--- config.mk ---
export PLATFORM = sky130hd
export DESIGN_NAME = mhsba_slide
export DESIGN_NICKNAME = d
export VERILOG_FILES = /design/src/sv/mhsba_pkg.sv /design/src/sv/mhsba_slide.sv
export SDC_FILE = /design/constraint.sdc
export NUM_CORES = 1
export LEC_CHECK = 0
export ABC_AREA = 1
export ABC_CLOCK_PERIOD_IN_PS = 5600
export BUFFER_PORTS_ARGS = -buffer_cell sky130_fd_sc_hd__buf_2
export CORE_MARGIN = 5
export CORE_UTILIZATION = 35
export DETAILED_ROUTE_END_ITERATION = 7
export GPL_TIMING_DRIVEN = 0
export SYNTH_ARGS = -nofsm -noshare
export SYNTH_HDL_FRONTEND = slang
export SYNTH_SLANG_ARGS = --single-unit
--- constraint.sdc ---
create_clock -name clk -period 5.6 [get_ports clk]
set_input_delay 1.4 -clock clk [delete_from_list [all_inputs] [get_ports clk]]
set_output_delay 1.4 -clock clk [all_outputs]
set_load 0.03 [all_outputs]
--- src/sv/mhsba_pkg.sv ---
package mhsba_pkg;

	localparam int IDX_W      = 26;
	localparam int WORD_W     = 32;
	localparam int ADDR_W     = 38;
	localparam int POS_W      = 5;
	localparam int BL_W       = 5;
	localparam int LL_W       = 4;
	localparam int CFG_IDX_W  = 2;
	localparam int CFG_DATA_W = 5;
	localparam int LATENCY    = 5;

	localparam logic [BL_W-1:0] BL_MIN    = 5'd5;
	localparam logic [BL_W-1:0] BL_RESET  = 5'd5;
	localparam logic [LL_W-1:0] LL_MIN    = 4'd3;
	localparam logic [LL_W-1:0] LL_MAX    = 4'd12;
	localparam logic [LL_W-1:0] LL_RESET  = 4'd3;

	typedef enum logic [CFG_IDX_W-1:0] {
		REG_BLOCKS_LOG2    = 2'd0,
		REG_BLOCK_LEN_LOG2 = 2'd1
	} reg_idx_t;

	typedef struct packed {
		logic valid;
		logic err;
		logic dep;
	} ctrl_t;

endpackage

--- src/sv/mhsba_slide.sv ---
module mhsba_slide (
	input  logic                          clk,
	input  logic [mhsba_pkg::IDX_W-1:0]   idx,
	output logic [mhsba_pkg::IDX_W-1:0]   slide_s3
);

	logic [mhsba_pkg::POS_W-1:0] top;
	logic [mhsba_pkg::IDX_W-1:0] idx_s2;
	logic [mhsba_pkg::POS_W-1:0] top_s2;
	logic [mhsba_pkg::IDX_W-1:0] flip;
	logic [mhsba_pkg::IDX_W-1:0] rev;
	logic [mhsba_pkg::IDX_W-1:0] weight;
	logic [mhsba_pkg::IDX_W:0]   sum;

	always_comb begin
		top = '0;
		for (int k = 1; k < mhsba_pkg::IDX_W; k++) begin
			if (idx[k]) begin
				top = mhsba_pkg::POS_W'(k);
			end
		end
	end

	always_ff @(posedge clk) begin
		idx_s2 <= idx;
		top_s2 <= top;
	end

	always_comb begin
		for (int k = 0; k < mhsba_pkg::IDX_W; k++) begin
			flip[k] = idx_s2[mhsba_pkg::IDX_W-1-k];
		end
		rev    = flip >> (mhsba_pkg::POS_W'(mhsba_pkg::IDX_W) - top_s2);
		weight = mhsba_pkg::IDX_W'(1) << top_s2;
		sum    = {1'b0, rev} + {1'b0, weight};
	end

	always_ff @(posedge clk) begin
		slide_s3 <= (sum < {1'b0, idx_s2}) ? sum[mhsba_pkg::IDX_W-1:0] : rev;
	end

endmodule

Word level (Yosys, flattened, before mapping)
Index checks and enable logic that the tools add are counted.
- bits in registers: 57
- input port bits: 27
- logic and storage cells: 37
- output and inout bits: 26
- $add $sub $neg: 2
- multiplexer cells: 25
- order comparisons: 1
- reductions and logical operators: 2
- shift-type cells: 2
- operators with widths (cell ; count):
    2-to-1 mux 5 bit ; 14
    2-to-1 mux 4 bit ; 8
    adder 26 x 26 -> 27 bit ; 1
    less-than comparator 27 x 26 -> 1 bit ; 1
    2-to-1 mux 26 bit ; 1
    << shifter 1 x 5 -> 26 bit, first input constant ; 1
    right shift 26 x 5 -> 26 bit ; 1
    OR reduction 10 bit ; 1
    subtractor 5 bit, first input constant ; 1
    2-to-1 mux 1 bit ; 2
    OR reduction 2 bit ; 1

Depth between registers and ports, before layout
- depth in word-level cells: 24
- mapped depth: 37
- mapped depth without buffers: 35

Least setup slack after synthesis
No wires, ideal clock.
- path kind: reg2reg
- start: register top_s2[0] in the netlist's numbering
- end: register slide_s3[8] in the netlist's numbering
- library setup time: 113 ps
- required time: 5487 ps
- period minus slack after synthesis: 5089 ps
- slack: 511 ps
- path buffers: 2
- data arrival time: 4976 ps
- stages on the path, launching flop included: 36
- cells stage by stage: dfxtp_1 -> inv_1 -> ha_1 -> inv_2 -> clkbuf_1 -> o21ai_0 -> nand2_1 -> nand2_1 -> nand2_1 -> o21ai_0 -> o21ai_1 -> ha_1 -> inv_1 -> fa_1 -> nand3b_1 -> nand2_1 -> a21oi_1 -> o21ai_0 -> nand2_1 -> nand2_1 -> a21oi_1 -> xnor2_1 -> ha_1 -> nand2_1 -> nor2_1 -> nand3_1 -> o2111ai_1 -> nand4_1 -> a31o_2 -> nand2_1 -> nand3_1 -> nand2_1 -> nand2_2 -> clkbuf_1 -> nand3_1 -> nand2_1
- cells in the longest elaborated chain, start to end: 5
- elaborated cells between the ends (all ways): 6
- classes of those cells: 2 x add/sub; 1 x order compare; 2 x shift; 1 x mux
- ends and longest elaborated chain (what ; line ; source):
    start, declared ; mhsba_slide.sv:9 ; logic [mhsba_pkg::POS_W-1:0] top_s2;
    start signal, assigned ; mhsba_slide.sv:26 ; top_s2 <= top;
    subtractor 5 bit ; mhsba_slide.sv:33 ; rev = flip >> (mhsba_pkg::POS_W'(mhsba_pkg::IDX_W) - top_s2);
    right shift 26 x 5 -> 26 bit ; mhsba_slide.sv:33 ;
    adder 26 x 26 -> 27 bit ; mhsba_slide.sv:35 ; sum = {1'b0, rev} + {1'b0, weight};
    less-than comparator 27 x 26 -> 1 bit ; mhsba_slide.sv:39 ; slide_s3 <= (sum < {1'b0, idx_s2}) ? sum[mhsba_pkg::IDX_W-1:0] : rev;
    2-to-1 mux 26 bit (*) ; mhsba_slide.sv:39 ;
    end signal, assigned ; mhsba_slide.sv:39 ;
    end, declared ; mhsba_slide.sv:4 ; output logic [mhsba_pkg::IDX_W-1:0] slide_s3
Mark *: on every way between the ends. The rest lies on a longest branch, timed or not.
A chain may end at the register's enable or synchronous reset.

Worst setup path in the final report
- start: register top_s2[0] in the netlist's numbering
- end: register slide_s3[15] in the netlist's numbering
The elaborated chain is that of the path after synthesis.

==> impl_metrics.py <==
metrics = {
    "route": {
        "via_count": 5372,
        "wl_per_cell_um": 15.1,
        "ant_nets": 0,
        "first_pass_iters": 6,
        "routed_wl_mm": 16.0,
        "drc": 0,
        "drt_iter0_drc": 402,
        "vias_per_cell": 5.07,
    },
    "sta": {
        "worst_slew_pin_slew_ns": 0.566,
        "maxSlewHeadroom_pct": 62.0,
        "fin_crit_ns": 5.27,
        "finalCritPeriodShare_pct": 94.0,
        "skew_ns": 0.00465,
        "final-setup-viol-count": 0,
        "maxSlewViolCount": 0,
        "fmax_ghz": 0.190,
        "fin_hold_ws_ns": 0.863,
        "hold_viol": 0,
    },
    "final_layout": {
        "multi_input_comb_area_mm2": 0.00361,
        "area_delta_synth_final_pct": 21.9,
        "finish.utilization_pct": 43.2,
        "layout-drive-gt1-share_pct": 18.4,
        "final_cell_count_no_fill": 1060,
        "fin_nets": 955,
        "seq_area_mm2": 0.00115,
        "n_fill_cell": 1543,
        "n_antenna_cell": 0,
    },
    "place": {
        "dp_hpwl_mm": 13.2,
        "placed_cells": 1028,
        "gp_congestion": 0.946,
        "io_buffer_count": 52,
    },
    "worst_setup_path": {
        "slowest_delay_ns": 0.38,
        "start_kind": "register",
        "path_class": "reg2reg",
        "slowest_stage": "nor4_1",
        "critPathTopFamily": "simple AND/OR/NAND/NOR gates",
        "cp_common_cell": "nand2_1",
        "crit_path_end_kind": "register",
        "crit_buf_inv": 4,
        "worstPathArrival_ns": 5.50,
        "cp_data_required_time_ns": 5.84,
        "cp_max_fo": 10,
    },
    "floorplanning": {
        "initial_core_util_pct": 35.5,
        "ioPinCount": 53,
        "dieHeight_um": 131,
        "rows": 44,
        "core_area_mm2": 0.0144,
        "die_area_mm2": 0.0171,
        "fp.dieW_um": 131,
    },
    "clock_network": {
        "cts_htree_levels": 3,
        "root_buffer": "clkbuf_16",
        "clk_pin_slew_ns": 0.05,
        "cts_tree": "built",
        "cts_buffers": 9,
        "cts_buffer_depth": 2,
        "cts_hold_buf": 0,
        "cts_sinks": 57,
        "insertion_delay_ns": 0.34,
    },
    "power_and_ir_drop": {
        "max-vdd-ir-drop_mv": 0.156,
        "leakagePower_nw": 3.19,
        "pwr_density_cell_mw_per_mm2": 310,
    },
    "synth": {
        "synth_ff_type": "dfxtp_1",
        "synth_edf_count": 0,
        "yosys_warnings": 0,
        "synthTopCellsByCount": "nand2_1 (217), inv_1 (83), o21ai_0 (80)",
        "ys_types": 50,
        "ys_seq_area_share_pct": 22.3,
        "ys_ff_latch": 57,
        "postSynthCellCount": 792,
        "synth_top_cell_area_share_pct": 22.3,
        "yosysMostFrequentCell": "nand2_1",
        "async_flop_share_pct": 0,
        "postSynthAreaPerCell_um2": 6.46,
        "syn_nets": 876,
        "synth_area_leaders": "dfxtp_1 (22%), nand2_1 (16%), ha_1 (14%)",
        "synth_top_area_cell": "dfxtp_1",
        "netlist_area_mm2": 0.00511,
    },
    "grt": {
        "antenna_found_initial": 0,
        "grt_pass1_wl_mm": 24.9,
        "grtUsageTotal_pct": 19.2,
        "grt_start_max_net_pins": 11,
        "grt_pass1_vias": 4958,
        "overflow": 0,
    },
    "run_status": {
        "status": "finished clean",
    },
    "hold_path": {
        "hold_class": "reg2reg",
    },
    "job": {
        "max-cap-violations": 0,
    },
}
==> worst paths after layout <==
kind	start	endpoint	slack, ns	depth (start not counted)
setup / recovery	top_s2[0]	slide_s3[15]	0.33	25
hold / removal	idx_s2[25]	slide_s3[1]	0.86	5
setup reg to reg	top_s2[0]	slide_s3[15]	0.33	25
hold reg to reg	idx_s2[25]	slide_s3[1]	0.86	5
==> cell type report <==
class / count / share of cell area, %
multi-input cells: 620 / 57.9
flip-flops and latches: 57 / 18.4
repair buffers: 69 / 6.42
inverters: 85 / 5.22
well taps: 184 / 3.69
clock buffers: 9 / 3.61
plain buffers: 29 / 3.35
clock inverters: 7 / 1.36
==> state kept, by name, summed over array words and instances, names as in the netlist <==
signal and count:
idx_s2 26, slide_s3 26, top_s2 5
==> power breakdown <==
part	switching, mW	internal, mW
sequential	0.0176	0.474
clock	0.190	0.384
combinational	0.574	0.292
==> worst min-delay path: stages, from the launching register on <==
cell and delay (ns):
dfxtp_1 0.29, inv_1 0.08, ha_1 0.18, nand2_4 0.13
nand3_1 0.10, nand2_1 0.05
==> cell families (layout without fill, tap and decap cells) <==
kind of cell / count (synthesis) / after routing / synth area share, %
buf+inv: 115 / 199 / 9.30
fa+ha+maj: 57 / 57 / 14.1
mux: 7 / 7 / 1.37
simple gates: 367 / 367 / 30.2
compound gates: 162 / 162 / 18.0
xor+xnor: 27 / 27 / 4.77
flops: 57 / 57 / 22.3
==> cells in the final DEF, fill, tap and decap left out, types with 2 or more instances in the layout <==
| master | Yosys | final |
|---|---|---|
| nand2_1 | 217 | 215 |
| inv_1 | 83 | 80 |
| o21ai_0 | 80 | 67 |
| nor2_1 | 57 | 56 |
| buf_2 | 3 | 56 |
| dfxtp_1 | 57 | 55 |
| ha_1 | 56 | 54 |
| nand3_1 | 51 | 51 |
| a21oi_1 | 48 | 45 |
| buf_4 | 0 | 19 |
| nor3_1 | 18 | 17 |
| nand2_2 | 12 | 13 |
| o21ai_1 | 4 | 13 |
| xor2_1 | 15 | 12 |
| clkbuf_16 | 0 | 9 |
| xnor2_1 | 11 | 8 |
| clkbuf_2 | 1 | 8 |
| o211ai_1 | 7 | 7 |
| mux2i_1 | 7 | 7 |
| o21ai_2 | 1 | 5 |
| clkinv_2 | 0 | 5 |
| a21oi_2 | 1 | 4 |
| nand4_1 | 4 | 4 |
| clkbuf_4 | 0 | 4 |
| clkbuf_1 | 20 | 4 |
| xor2_2 | 1 | 3 |
| a31oi_1 | 3 | 3 |
| buf_6 | 3 | 3 |
| xnor2_2 | 0 | 3 |
| nor4_1 | 3 | 3 |
| inv_2 | 1 | 3 |
| nor2_2 | 1 | 2 |
| nor3_2 | 1 | 2 |
| a211oi_1 | 2 | 2 |
| buf_12 | 1 | 2 |
| clkbuf_8 | 0 | 2 |
| o21a_1 | 2 | 2 |
| a22oi_1 | 2 | 2 |
| bufinv_16 | 0 | 2 |
==> per-stage QoR <==
| step | TNS, ns | worst slack [ns] | total power, mW | instance area, µm² |
|---|---|---|---|---|
| floorplan | 0 | 0.511 | 1.07 | 5110 |
| global placement | -23.26 | -0.963 | 1.29 | 5600 |
| detailed placement | -23.95 | -1.00 | 1.29 | 5600 |
| CTS | 0 | 0.00555 | 1.91 | 6050 |
| global route | -0.184 | -0.0307 | 2.05 | 6230 |
| finish | 0 | 0.334 | 1.93 | 6230 |
==> layer usage <==
metal	share of wire, %	track usage (%)	wire [µm]	up-vias
met5	0	0	0	-
met2	45	30.9	7190	146
met4	3.0	9.13	484	0
met1	46	25.0	7410	2408
met3	6.0	3.09	963	32
li1	-	-	-	2786
==> what timing repair did <==
item                                    in CTS  in global routing
setup buffers                                6                 11
cloned                                       0                  0
endpoints found under the setup margin      26                 26
gates resized for setup                     27                 60
pin swaps                                    6                 12
Note: power is estimated with default switching activity, not from simulation.
